**src/rtl/core/glt_pkg.sv**
```systemverilog
// ============================================================================
// glt_pkg
// Shared types and constants of the generational lease table.
// ============================================================================
`timescale 1ns / 1ps
`default_nettype none

package glt_pkg;

    typedef logic [1:0] t_func;

    localparam t_func FN_PUBLISH         = 2'd0;
    localparam t_func FN_COPY            = 2'd1;
    localparam t_func FN_RELEASE         = 2'd2;
    localparam t_func FN_RELEASE_SESSION = 2'd3;

    typedef logic [2:0] t_status;

    localparam t_status ST_OK          = 3'd0;
    localparam t_status ST_BAD_SESSION = 3'd1;
    localparam t_status ST_TOO_LARGE   = 3'd2;
    localparam t_status ST_BUDGET      = 3'd3;
    localparam t_status ST_FULL        = 3'd4;
    localparam t_status ST_STALE       = 3'd5;
    localparam t_status ST_MISMATCH    = 3'd6;

    localparam int CFG_IDX_W  = 1;
    localparam int CFG_DATA_W = 24;

    localparam logic [CFG_IDX_W-1:0] CFG_MAX_LEASE_BYTES   = 1'd0;
    localparam logic [CFG_IDX_W-1:0] CFG_TOTAL_BYTE_BUDGET = 1'd1;

    localparam logic [15:0] MAX_LEASE_BYTES_RESET   = 16'd4096;
    localparam logic [23:0] TOTAL_BYTE_BUDGET_RESET = 24'd65536;

    typedef struct packed {
        logic        active;
        logic [15:0] generation;
        logic [31:0] owner_app;
        logic [31:0] owner_generation;
        logic [31:0] owner_epoch;
        logic [15:0] length;
    } t_slot;

    localparam int SLOT_W = $bits(t_slot);

    typedef struct packed {
        logic  owner_match;
        logic  handle_match;
        t_slot freed;
    } t_slot_eval;

    function automatic t_slot slot_reset_value();
        t_slot s;
        s.active           = 1'b0;
        s.generation       = 16'd1;
        s.owner_app        = 32'd0;
        s.owner_generation = 32'd0;
        s.owner_epoch      = 32'd0;
        s.length           = 16'd0;
        return s;
    endfunction

endpackage

`default_nettype wire

```
**src/rtl/core/generational_lease_table.sv**
```systemverilog
// ============================================================================
// generational_lease_table
// A rejected publish or a bad handle goes straight to the emit state; copy
// and release first read the addressed slot, publish scans for a free slot
// and release-session scans all slots. The result is then registered at the
// output once the output register is free. A new transaction is accepted the
// cycle after the previous result is handed to the output register; one slot
// is read from the table RAM per cycle. After reset a clearing pass writes
// every slot; input transactions wait, configuration writes do not.
// ============================================================================
`timescale 1ns / 1ps
`default_nettype none

module generational_lease_table import glt_pkg::*; #(
    parameter int SLOT_COUNT = 16
) (
    input  wire logic                  i_clk,
    input  wire logic                  i_rst_n,
    input  wire logic                  i_in_valid,
    output logic                       o_in_stall,
    input  wire logic [1:0]            i_func,
    input  wire logic [31:0]           i_session_app,
    input  wire logic [31:0]           i_session_generation,
    input  wire logic [31:0]           i_session_epoch,
    input  wire logic [15:0]           i_payload_length,
    input  wire logic [31:0]           i_lease_handle,
    output logic                       o_out_valid,
    input  wire logic                  i_out_stall,
    output logic [2:0]                 o_status,
    output logic [31:0]                o_lease_handle_out,
    output logic [15:0]                o_stored_length,
    output logic [4:0]                 o_released_count,
    output logic [23:0]                o_bytes_in_use,
    output logic [4:0]                 o_leases_active,
    input  wire logic                  i_cfg_valid,
    output logic                       o_cfg_ready,
    input  wire logic [CFG_IDX_W-1:0]  i_cfg_index,
    input  wire logic [CFG_DATA_W-1:0] i_cfg_data
);

    localparam int IW = (SLOT_COUNT > 1) ? $clog2(SLOT_COUNT) : 1;
    localparam int CW = $clog2(SLOT_COUNT + 1);
    localparam logic [IW-1:0] LAST_IDX   = IW'(SLOT_COUNT - 1);
    localparam logic [16:0]   SLOT_LIMIT = 17'(SLOT_COUNT);

    localparam logic [2:0] S_CLEAR = 3'd0;
    localparam logic [2:0] S_IDLE  = 3'd1;
    localparam logic [2:0] S_PUB   = 3'd2;
    localparam logic [2:0] S_LOOK  = 3'd3;
    localparam logic [2:0] S_RELS  = 3'd4;
    localparam logic [2:0] S_EMIT  = 3'd5;

    logic [2:0]    r_state, n_state;
    logic [IW-1:0] r_idx, n_idx;
    logic [15:0]   r_max_lease;
    logic [23:0]   r_budget;
    logic [23:0]   r_used, n_used;
    logic [CW-1:0] r_active, n_active;
    logic [4:0]    r_rel_cnt, n_rel_cnt;

    t_func         r_func;
    logic [31:0]   r_app, r_sgen, r_sep;
    logic [15:0]   r_len;
    logic [31:0]   r_handle;

    t_status       r_res_status, n_res_status;
    logic [31:0]   r_res_handle, n_res_handle;
    logic [15:0]   r_res_stored, n_res_stored;
    logic [4:0]    r_res_released, n_res_released;

    logic          r_out_valid;
    t_status       r_out_status;
    logic [31:0]   r_out_handle;
    logic [15:0]   r_out_stored;
    logic [4:0]    r_out_released;
    logic [23:0]   r_out_bytes;
    logic [4:0]    r_out_active;

    logic          in_accept;
    logic          out_free;
    logic [15:0]   handle_low;
    logic [15:0]   handle_idx16;
    logic          handle_ok;
    logic [23:0]   room;
    logic [23:0]   len_in24;
    logic [23:0]   slot_len24;
    logic [23:0]   used_after_free;
    logic [CW-1:0] active_dec;
    logic [IW-1:0] next_idx;
    logic [16:0]   idx_plus;
    logic [CW+4:0] active_ext;

    logic          wr_en;
    logic [IW-1:0] wr_addr;
    t_slot         wr_data;
    logic [IW-1:0] rd_addr;
    logic [SLOT_W-1:0] rd_bits;
    t_slot         rd_slot;
    t_slot_eval    slot_eval;

    glt_ram #(
        .WIDTH (SLOT_W),
        .DEPTH (SLOT_COUNT)
    ) u_table (
        .i_clk     (i_clk),
        .i_wr_en   (wr_en),
        .i_wr_addr (wr_addr),
        .i_wr_data (wr_data),
        .i_rd_addr (rd_addr),
        .o_rd_data (rd_bits)
    );

    assign rd_slot = t_slot'(rd_bits);

    glt_slot_eval u_eval (
        .i_slot       (rd_slot),
        .i_app        (r_app),
        .i_generation (r_sgen),
        .i_epoch      (r_sep),
        .i_handle_gen (r_handle[31:16]),
        .o_eval       (slot_eval)
    );

    assign o_in_stall  = (r_state != S_IDLE);
    assign in_accept   = i_in_valid && !o_in_stall;
    assign out_free    = !r_out_valid || !i_out_stall;
    assign o_cfg_ready = 1'b1;

    assign handle_low      = i_lease_handle[15:0];
    assign handle_idx16    = handle_low - 16'd1;
    assign handle_ok       = (handle_low != 16'd0) && ({1'b0, handle_low} <= SLOT_LIMIT);
    assign room            = r_budget - ((r_used < r_budget) ? r_used : r_budget);
    assign len_in24        = {8'd0, i_payload_length};
    assign slot_len24      = {8'd0, rd_slot.length};
    assign used_after_free = r_used - ((slot_len24 < r_used) ? slot_len24 : r_used);
    assign active_dec      = (r_active != '0) ? (r_active - CW'(1)) : r_active;
    assign next_idx        = r_idx + IW'(1);
    assign idx_plus        = 17'(r_idx) + 17'd1;
    assign active_ext      = {5'd0, r_active};

    always_comb begin
        n_state        = r_state;
        n_idx          = r_idx;
        n_used         = r_used;
        n_active       = r_active;
        n_rel_cnt      = r_rel_cnt;
        n_res_status   = r_res_status;
        n_res_handle   = r_res_handle;
        n_res_stored   = r_res_stored;
        n_res_released = r_res_released;
        rd_addr        = r_idx;
        wr_en          = 1'b0;
        wr_addr        = r_idx;
        wr_data        = slot_reset_value();

        unique case (r_state)
            S_CLEAR: begin
                wr_en = 1'b1;
                if (r_idx == LAST_IDX) begin
                    n_idx   = '0;
                    n_state = S_IDLE;
                end else begin
                    n_idx = next_idx;
                end
            end
            S_IDLE: begin
                if (in_accept) begin
                    n_res_status   = ST_OK;
                    n_res_handle   = 32'd0;
                    n_res_stored   = 16'd0;
                    n_res_released = 5'd0;
                    n_rel_cnt      = 5'd0;
                    n_idx          = '0;
                    rd_addr        = '0;
                    unique case (i_func)
                        FN_PUBLISH: begin
                            priority if (i_session_app == 32'd0) begin
                                n_res_status = ST_BAD_SESSION;
                                n_state      = S_EMIT;
                            end else if (i_payload_length > r_max_lease) begin
                                n_res_status = ST_TOO_LARGE;
                                n_state      = S_EMIT;
                            end else if (len_in24 > room) begin
                                n_res_status = ST_BUDGET;
                                n_state      = S_EMIT;
                            end else begin
                                n_state = S_PUB;
                            end
                        end
                        FN_COPY, FN_RELEASE: begin
                            if (!handle_ok) begin
                                n_res_status = ST_STALE;
                                n_state      = S_EMIT;
                            end else begin
                                n_idx   = handle_idx16[IW-1:0];
                                rd_addr = handle_idx16[IW-1:0];
                                n_state = S_LOOK;
                            end
                        end
                        FN_RELEASE_SESSION: begin
                            n_state = S_RELS;
                        end
                    endcase
                end
            end
            S_PUB: begin
                if (!rd_slot.active) begin
                    wr_en                    = 1'b1;
                    wr_data.active           = 1'b1;
                    wr_data.generation       = rd_slot.generation;
                    wr_data.owner_app        = r_app;
                    wr_data.owner_generation = r_sgen;
                    wr_data.owner_epoch      = r_sep;
                    wr_data.length           = r_len;
                    n_active                 = r_active + CW'(1);
                    n_used                   = r_used + {8'd0, r_len};
                    n_res_handle             = {rd_slot.generation, idx_plus[15:0]};
                    n_state                  = S_EMIT;
                end else if (r_idx == LAST_IDX) begin
                    n_res_status = ST_FULL;
                    n_state      = S_EMIT;
                end else begin
                    n_idx   = next_idx;
                    rd_addr = next_idx;
                end
            end
            S_LOOK: begin
                priority if (!slot_eval.handle_match) begin
                    n_res_status = ST_STALE;
                end else if (!slot_eval.owner_match) begin
                    n_res_status = ST_MISMATCH;
                end else if (r_func == FN_COPY) begin
                    n_res_stored = rd_slot.length;
                end else begin
                    wr_en    = 1'b1;
                    wr_data  = slot_eval.freed;
                    n_used   = used_after_free;
                    n_active = active_dec;
                end
                n_state = S_EMIT;
            end
            S_RELS: begin
                if (rd_slot.active && slot_eval.owner_match) begin
                    wr_en     = 1'b1;
                    wr_data   = slot_eval.freed;
                    n_used    = used_after_free;
                    n_active  = active_dec;
                    n_rel_cnt = r_rel_cnt + 5'd1;
                end
                if (r_idx == LAST_IDX) begin
                    n_res_released = n_rel_cnt;
                    n_state        = S_EMIT;
                end else begin
                    n_idx   = next_idx;
                    rd_addr = next_idx;
                end
            end
            S_EMIT: begin
                if (out_free) begin
                    n_state = S_IDLE;
                end
            end
            default: begin
                n_state = S_IDLE;
            end
        endcase
    end

    always_ff @(posedge i_clk) begin
        if (!i_rst_n) begin
            r_state     <= S_CLEAR;
            r_idx       <= '0;
            r_used      <= 24'd0;
            r_active    <= '0;
            r_rel_cnt   <= 5'd0;
            r_out_valid <= 1'b0;
            r_max_lease <= MAX_LEASE_BYTES_RESET;
            r_budget    <= TOTAL_BYTE_BUDGET_RESET;
        end else begin
            r_state   <= n_state;
            r_idx     <= n_idx;
            r_used    <= n_used;
            r_active  <= n_active;
            r_rel_cnt <= n_rel_cnt;
            if (r_state == S_EMIT && out_free) begin
                r_out_valid <= 1'b1;
            end else if (!i_out_stall) begin
                r_out_valid <= 1'b0;
            end
            if (i_cfg_valid && o_cfg_ready) begin
                unique case (i_cfg_index)
                    CFG_MAX_LEASE_BYTES:   r_max_lease <= i_cfg_data[15:0];
                    CFG_TOTAL_BYTE_BUDGET: r_budget    <= i_cfg_data;
                endcase
            end
        end
    end

    always_ff @(posedge i_clk) begin
        if (in_accept) begin
            r_func   <= i_func;
            r_app    <= i_session_app;
            r_sgen   <= i_session_generation;
            r_sep    <= i_session_epoch;
            r_len    <= i_payload_length;
            r_handle <= i_lease_handle;
        end
        r_res_status   <= n_res_status;
        r_res_handle   <= n_res_handle;
        r_res_stored   <= n_res_stored;
        r_res_released <= n_res_released;
        if (r_state == S_EMIT && out_free) begin
            r_out_status   <= r_res_status;
            r_out_handle   <= r_res_handle;
            r_out_stored   <= r_res_stored;
            r_out_released <= r_res_released;
            r_out_bytes    <= r_used;
            r_out_active   <= active_ext[4:0];
        end
    end

    assign o_out_valid        = r_out_valid;
    assign o_status           = r_out_status;
    assign o_lease_handle_out = r_out_handle;
    assign o_stored_length    = r_out_stored;
    assign o_released_count   = r_out_released;
    assign o_bytes_in_use     = r_out_bytes;
    assign o_leases_active    = r_out_active;

    a_active_bound: assert property (@(posedge i_clk) disable iff (!i_rst_n)
        r_active <= CW'(SLOT_COUNT))
        else $error("active lease count exceeds the slot count");

    a_write_states: assert property (@(posedge i_clk) disable iff (!i_rst_n)
        wr_en |-> (r_state == S_CLEAR || r_state == S_PUB ||
                   r_state == S_LOOK || r_state == S_RELS))
        else $error("table written outside a table access state");

    a_out_from_emit: assert property (@(posedge i_clk) disable iff (!i_rst_n)
        $rose(o_out_valid) |-> $past(r_state) == S_EMIT)
        else $error("result presented without a completed transaction");

    a_scan_index: assert property (@(posedge i_clk) disable iff (!i_rst_n)
        (r_state == S_PUB || r_state == S_RELS || r_state == S_CLEAR) |->
            r_idx <= LAST_IDX)
        else $error("slot index beyond the table");

endmodule

`default_nettype wire

```
**src/rtl/core/glt_ram.sv**
```systemverilog
// ============================================================================
// glt_ram
// Generic single-write, single-read RAM with a registered read port.
// ============================================================================
`timescale 1ns / 1ps
`default_nettype none

module glt_ram #(
    parameter  int WIDTH = 8,
    parameter  int DEPTH = 16,
    localparam int AW    = (DEPTH > 1) ? $clog2(DEPTH) : 1
) (
    input  wire logic             i_clk,
    input  wire logic             i_wr_en,
    input  wire logic [AW-1:0]    i_wr_addr,
    input  wire logic [WIDTH-1:0] i_wr_data,
    input  wire logic [AW-1:0]    i_rd_addr,
    output logic      [WIDTH-1:0] o_rd_data
);

    logic [WIDTH-1:0] r_mem [DEPTH];
    logic [WIDTH-1:0] r_rd_data;

    always_ff @(posedge i_clk) begin
        if (i_wr_en) begin
            r_mem[i_wr_addr] <= i_wr_data;
        end
        r_rd_data <= r_mem[i_rd_addr];
    end

    assign o_rd_data = r_rd_data;

endmodule

`default_nettype wire

```
**src/rtl/core/glt_slot_eval.sv**
```systemverilog
// ============================================================================
// glt_slot_eval
// Checks a slot read from the table against the current session and handle,
// and forms the slot contents after it is freed.
// ============================================================================
`timescale 1ns / 1ps
`default_nettype none

module glt_slot_eval import glt_pkg::*; (
    input  wire t_slot         i_slot,
    input  wire logic [31:0]   i_app,
    input  wire logic [31:0]   i_generation,
    input  wire logic [31:0]   i_epoch,
    input  wire logic [15:0]   i_handle_gen,
    output t_slot_eval         o_eval
);

    logic [15:0] gen_inc;

    assign gen_inc = i_slot.generation + 16'd1;

    always_comb begin
        o_eval.owner_match  = (i_slot.owner_app == i_app) &&
                              (i_slot.owner_generation == i_generation) &&
                              (i_slot.owner_epoch == i_epoch);
        o_eval.handle_match = i_slot.active && (i_slot.generation == i_handle_gen);
        o_eval.freed.active           = 1'b0;
        o_eval.freed.generation       = (gen_inc == 16'd0) ? 16'd1 : gen_inc;
        o_eval.freed.owner_app        = 32'd0;
        o_eval.freed.owner_generation = 32'd0;
        o_eval.freed.owner_epoch      = 32'd0;
        o_eval.freed.length           = i_slot.length;
    end

endmodule

`default_nettype wire
```
**config.mk**
```make
export PLATFORM = sky130hd
export DESIGN_NAME = generational_lease_table
export DESIGN_NICKNAME = d
export VERILOG_FILES = /design/src/rtl/core/glt_pkg.sv /design/src/rtl/core/generational_lease_table.sv /design/src/rtl/core/glt_ram.sv /design/src/rtl/core/glt_slot_eval.sv
export SDC_FILE = /design/constraint.sdc
export NUM_CORES = 2
export LEC_CHECK = 0
export ABC_AREA = 1
export BUFFER_PORTS_ARGS = -buffer_cell sky130_fd_sc_hd__buf_2
export CELL_PAD_IN_SITES_DETAIL_PLACEMENT = 0
export CELL_PAD_IN_SITES_GLOBAL_PLACEMENT = 1
export CORE_MARGIN = 5
export CORE_UTILIZATION = 28
export CTS_CLUSTER_DIAMETER = 100
export CTS_CLUSTER_SIZE = 14
export DETAILED_ROUTE_END_ITERATION = 8
export PLACE_DENSITY = 0.6
export RECOVER_POWER = 25
export SETUP_SLACK_MARGIN = 0.4
export SLEW_MARGIN = 20
export SYNTH_ARGS = -nofsm -noshare
export SYNTH_HDL_FRONTEND = slang
export SYNTH_SLANG_ARGS = --single-unit
```
**constraint.sdc**
```tcl
create_clock -name i_clk -period 16.6 [get_ports i_clk]
set_clock_uncertainty 0.1 [all_clocks]
set_input_delay 1.66 -clock i_clk [delete_from_list [all_inputs] [get_ports i_clk]]
set_output_delay 1.66 -clock i_clk [all_outputs]
set_load 0.005 [all_outputs]
```
==> report_table.html <==
<table>
<tr><th>Metric</th><th>Value</th></tr>
<tr><th colspan="2">Status</th></tr>
<tr><td>Run status</td><td>complete, but fails checks</td></tr>
<tr><td>Violated checks</td><td>capacitance limit, slew limit</td></tr>
<tr><th colspan="2">Setup path</th></tr>
<tr><td>Data required time at the worst endpoint</td><td>17.25 ns</td></tr>
<tr><td>Critical path class</td><td>reg2reg</td></tr>
<tr><td>Largest fanout of any net on the critical path</td><td>227</td></tr>
<tr><td>Worst setup SP type</td><td>flop</td></tr>
<tr><td>Depth of the worst register-to-register path</td><td>18</td></tr>
<tr><td>Worst setup EP type</td><td>flop</td></tr>
<tr><td>Endpoint arrival time on the critical path</td><td>10.86 ns</td></tr>
<tr><td>Internal reg-to-reg setup slack</td><td>6.39 ns</td></tr>
<tr><td>Critical register-to-register path startpoint</td><td>r_state[1]</td></tr>
<tr><td>End of the worst register-to-register path</td><td>u_table.o_rd_data[45]</td></tr>
<tr><th colspan="2">Floorplanning</th></tr>
<tr><td># IOs</td><td>264</td></tr>
<tr><td>Count of standard-cell rows</td><td>226</td></tr>
<tr><td>Die Outline Area</td><td>0.393 sq mm</td></tr>
<tr><td>Horizontal extent of the die</td><td>627 um</td></tr>
<tr><td>Vertical die dimension</td><td>627 um</td></tr>
<tr><td>Starting utilization of the core area</td><td>28.1%</td></tr>
<tr><td>Area inside the core boundary</td><td>0.379 sq mm</td></tr>
<tr><th colspan="2">Route</th></tr>
<tr><td>Final wirelength</td><td>315000 um</td></tr>
<tr><td>Number of DRC violations after detailed routing</td><td>0</td></tr>
<tr><td>Detailed-route via count</td><td>67800</td></tr>
<tr><td>First-iteration detailed-routing DRC count</td><td>6327</td></tr>
<tr><td>TritonRoute pass-1 iters</td><td>6</td></tr>
<tr><td>Post-detailed-route via-to-cell ratio</td><td>4.73</td></tr>
<tr><td>Per-cell routed wire length</td><td>22.0 um</td></tr>
<tr><td>Antenna-violating nets left</td><td>0</td></tr>
<tr><th colspan="2">Power and ir drop</th></tr>
<tr><td>Overall power</td><td>13.1 mW</td></tr>
<tr><td>Part of the total power dissipated in combinational logic</td><td>9.6%</td></tr>
<tr><td>Lkg Pwr</td><td>43.5 nW</td></tr>
<tr><td>Clock group share of total power</td><td>35.8%</td></tr>
<tr><td>Power per unit of standard cell area</td><td>110 mW/mm^2</td></tr>
<tr><td>Part of the power in registers</td><td>54.6%</td></tr>
<tr><td>Largest vdd supply drop</td><td>0.0810 mV</td></tr>
<tr><td>Internal Dissipation</td><td>9.81 mW</td></tr>
<tr><td>Switching power</td><td>3.26 mW</td></tr>
<tr><td>Net Sw Frac</td><td>25.0%</td></tr>
<tr><th colspan="2">Worst hold path</th></tr>
<tr><td>Hold Path Depth</td><td>0</td></tr>
<tr><td>Hold WC Path Type</td><td>reg2reg</td></tr>
<tr><td>Hold worst-path end</td><td>o_released_count[4]</td></tr>
<tr><td>Hold Path Origin</td><td>r_res_released[4]</td></tr>
<tr><th colspan="2">GRT</th></tr>
<tr><td>First-pass GRT wire length</td><td>455000 um</td></tr>
<tr><td>Number of antenna violations at the first check in global routing</td><td>28</td></tr>
<tr><td>Vias in the first global route</td><td>64700</td></tr>
<tr><td>Overall global routing resource usage</td><td>15.5%</td></tr>
<tr><td>GR Overflow Total</td><td>0</td></tr>
<tr><td>Maximum number of pins on one net before global-route repair</td><td>245</td></tr>
<tr><th colspan="2">Synth</th></tr>
<tr><td>Post-synthesis cell count</td><td>9068</td></tr>
<tr><td>Register area share after synthesis</td><td>69.1%</td></tr>
<tr><td>Post-synthesis instance area</td><td>0.107 sq mm</td></tr>
<tr><td>Synthesized area per cell</td><td>11.8 sq um</td></tr>
<tr><td>Flip-flop and latch count after synthesis</td><td>2524</td></tr>
<tr><td>Synth Flop Type</td><td>sky130_fd_sc_hd__edfxtp_1</td></tr>
<tr><td>Share of synthesized flip-flops with an asynchronous set or reset</td><td>0%</td></tr>
<tr><td>Number of distinct library cell variants in the gate-level netlist after synthesis</td><td>58</td></tr>
<tr><td>Count of flip-flops with a built-in enable after synthesis</td><td>2313</td></tr>
<tr><td>Yosys warns</td><td>0</td></tr>
<tr><th colspan="2">STA</th></tr>
<tr><td>Worst slew pin tran</td><td>4.79 ns</td></tr>
<tr><td>Setup TNS after final layout</td><td>0 ns</td></tr>
<tr><td>Final Setup Violations</td><td>0</td></tr>
<tr><td>Max-slew headroom at the worst pin</td><td>-219%</td></tr>
<tr><td>Setup repair after global routing missed its margin</td><td>no</td></tr>
<tr><td>Final period utilization</td><td>61.5%</td></tr>
<tr><td>Final hold violation count</td><td>0</td></tr>
<tr><td>Count of final max-slew check failures</td><td>381</td></tr>
<tr><td>Time the final worst path needs with I/O delays and setup</td><td>10.21 ns</td></tr>
<tr><td>Smallest hold slack</td><td>0.319 ns</td></tr>
<tr><td>Maximum clock frequency</td><td>97.9 MHz</td></tr>
<tr><td>Setup ws final</td><td>6.39 ns</td></tr>
<tr><th colspan="2">Clock network</th></tr>
<tr><td>Clk_lat worst skew</td><td>0.91 ns</td></tr>
<tr><td>Count of buffers added by post-CTS timing repair for setup</td><td>0</td></tr>
<tr><td>CTS Buffer Depth</td><td>4</td></tr>
<tr><td>TritonCTS Buffers</td><td>209</td></tr>
<tr><td>Post-cts hold buffer count</td><td>0</td></tr>
<tr><td>Clock tree from TritonCTS</td><td>done</td></tr>
<tr><td>H-tree level count</td><td>4</td></tr>
<tr><td>Post-cts sizing count</td><td>0</td></tr>
<tr><td>Clock slew at the register clock pins of the worst setup and hold paths</td><td>0.07 ns</td></tr>
<tr><td>Number of sinks handled by clock tree synthesis</td><td>2524</td></tr>
<tr><td>Clock root buffer</td><td>sky130_fd_sc_hd__clkbuf_16</td></tr>
<tr><th colspan="2">Flow run</th></tr>
<tr><td>Number of max-capacitance violations reported</td><td>8</td></tr>
<tr><th colspan="2">Placed design</th></tr>
<tr><td>Count of port buffers added during placement</td><td>251</td></tr>
<tr><td>Worst setup slack before clock tree synthesis</td><td>9.01 ns</td></tr>
<tr><td>Placer congestion estimate</td><td>0.841</td></tr>
<tr><td>HPWL after detailed placement</td><td>170000 um</td></tr>
<tr><th colspan="2">Cells and area</th></tr>
<tr><td>Filler cell count in the final layout</td><td>38000</td></tr>
<tr><td>Leading cell type in the layout, fill and taps excluded</td><td>sky130_fd_sc_hd__edfxtp_1</td></tr>
<tr><td>Final Net Count</td><td>9444</td></tr>
<tr><td>Area growth, synth to finish</td><td>11.3%</td></tr>
<tr><td>Multi-input combinational cell area</td><td>0.0255 sq mm</td></tr>
<tr><td>Share of the core filled with cells in the final layout</td><td>31.3%</td></tr>
<tr><td>Most frequent cells in the layout</td><td>sky130_fd_sc_hd__edfxtp_1, sky130_fd_sc_hd__nand2_1, sky130_fd_sc_hd__inv_1, sky130_fd_sc_hd__o211ai_1, sky130_fd_sc_hd__nand3_1</td></tr>
<tr><td>Area taken by flip-flops and latches</td><td>0.0737 sq mm</td></tr>
<tr><td>Fraction of layout cells with a size suffix above 1</td><td>5.23%</td></tr>
</table>
## synthesized netlist by cell type, types with 5 or more instances
cell type | number | share of area (%)
sky130_fd_sc_hd__edfxtp_1 | 2313 | 65
sky130_fd_sc_hd__nand2_1 | 1725 | 6.1
sky130_fd_sc_hd__inv_1 | 1353 | 4.8
sky130_fd_sc_hd__o211ai_1 | 1038 | 7.3
sky130_fd_sc_hd__nand3_1 | 846 | 4.0
sky130_fd_sc_hd__buf_2 | 327 | 1.5
sky130_fd_sc_hd__nor2_1 | 291 | 1.0
sky130_fd_sc_hd__dfxtp_1 | 211 | 4.0
sky130_fd_sc_hd__a21oi_1 | 164 | 0.77
sky130_fd_sc_hd__o21ai_0 | 145 | 0.68
sky130_fd_sc_hd__ha_1 | 131 | 1.5
sky130_fd_sc_hd__clkbuf_1 | 112 | 0.39
sky130_fd_sc_hd__xor2_1 | 77 | 0.63
sky130_fd_sc_hd__xnor2_1 | 59 | 0.48
sky130_fd_sc_hd__buf_4 | 45 | 0.32
sky130_fd_sc_hd__nor3_1 | 39 | 0.18
sky130_fd_sc_hd__nand4_1 | 31 | 0.18
sky130_fd_sc_hd__nor4_1 | 20 | 0.12
sky130_fd_sc_hd__o22ai_1 | 19 | 0.11
sky130_fd_sc_hd__or2_2 | 15 | 0.088
sky130_fd_sc_hd__a21o_1 | 11 | 0.077
sky130_fd_sc_hd__buf_1 | 10 | 0.035
sky130_fd_sc_hd__inv_2 | 10 | 0.035
sky130_fd_sc_hd__nor2_2 | 5 | 0.029
sky130_fd_sc_hd__o21a_1 | 5 | 0.035
## power by group through the flow
| stage | registers, mW | logic (mW) | clock network, mW |
|---|---|---|---|
| 6_report | 7.14 | 1.25 | 4.68 |
| 2_1_floorplan | 7.26 | 0.833 | 0 |
| 3_5_place_dp | 7.28 | 1.27 | 0 |
| 3_3_place_gp | 7.27 | 1.27 | 0 |
| 5_1_grt | 7.15 | 1.39 | 5.06 |
| 4_1_cts | 7.14 | 1.28 | 4.81 |
## worst max-delay path by stage
stage | start | to | slack, ns | cells after the start
6_report | r_state[1] | u_table.o_rd_data[45] | 6.39 | 18
2_1_floorplan | i_in_valid | u_table.o_rd_data[118] | 9.94 | 14
4_1_cts | r_sep[3] | u_table.r_mem[2][102] | 8.93 | 17
5_1_grt | r_state[1] | u_table.o_rd_data[48] | 5.63 | 18
3_3_place_gp | r_sep[3] | u_table.r_mem[2][110] | 8.98 | 17
3_5_place_dp | r_sep[3] | u_table.r_mem[2][110] | 9.01 | 17
## cell type report
class                      instances  share of cell area [%]
antenna                            5                  0.0105
clock inverter                    10                  0.0949
timing repair buffer             348                    1.62
tap                             5016                    5.29
inverter                        1364                    4.44
clock buffer                     365                    4.96
multi-input combinational       4687                    21.5
sequential                      2524                    62.1
## stage by stage
| step | cell area, sq um | instances |
|---|---|---|
| global route | 119000 | 14300 |
| global placement | 113000 | 13900 |
| floorplan | 107000 | 9078 |
| detailed placement | 113000 | 13900 |
| finish | 119000 | 14300 |
| CTS | 119000 | 14300 |
## critical path: stages, from the launching register on
cell	delay (ns)
sky130_fd_sc_hd__dfxtp_1	0.44
sky130_fd_sc_hd__inv_1	0.10
sky130_fd_sc_hd__nor2_1	0.27
sky130_fd_sc_hd__nand2_1	2.56
sky130_fd_sc_hd__nor2_8	1.90
sky130_fd_sc_hd__inv_1	0.13
sky130_fd_sc_hd__nand2_1	0.10
sky130_fd_sc_hd__inv_1	0.10
sky130_fd_sc_hd__o22ai_1	0.16
sky130_fd_sc_hd__inv_2	0.07
sky130_fd_sc_hd__nand3_4	0.70
sky130_fd_sc_hd__buf_12	0.58
sky130_fd_sc_hd__buf_4	0.93
sky130_fd_sc_hd__buf_12	0.67
sky130_fd_sc_hd__nand2_1	0.12
sky130_fd_sc_hd__o211ai_1	0.13
sky130_fd_sc_hd__nand3_1	0.11
sky130_fd_sc_hd__nand3_1	0.14
sky130_fd_sc_hd__nand2_1	0.16
## layer usage
metal  vias to the layer above  GRT usage, %  wire length (um)
li1                      31900             -                 -
met1                     33700          22.5            148000
met2                      1819          25.0            144000
met3                       376          1.70             16500
met4                         6          3.02              6640
met5                         -             0                28
## logic make-up after synthesis
kind of cell / share of synthesized area [%]
and+or+nand+nor: 11.8
DFF: 69.1
buffers and inverters: 7.16
AOI/OAI and AO/OA: 9.24
xor gates and xnor gates: 1.12
adders and majority gates: 1.59
other: 0.00704
## registers in the layout, indices dropped and copies added (netlist names), 16 cells and up
signal	cells
o_bytes_in_use	24
o_lease_handle_out	21
o_stored_length	16
r_app	32
r_budget	24
r_handle	16
r_len	16
r_max_lease	16
r_res_handle	21
r_res_stored	16
r_sep	32
r_sgen	32
r_used	24
u_table.o_rd_data	129
u_table.r_mem	2064
No activity file was read; power rests on OpenSTA's default activity.
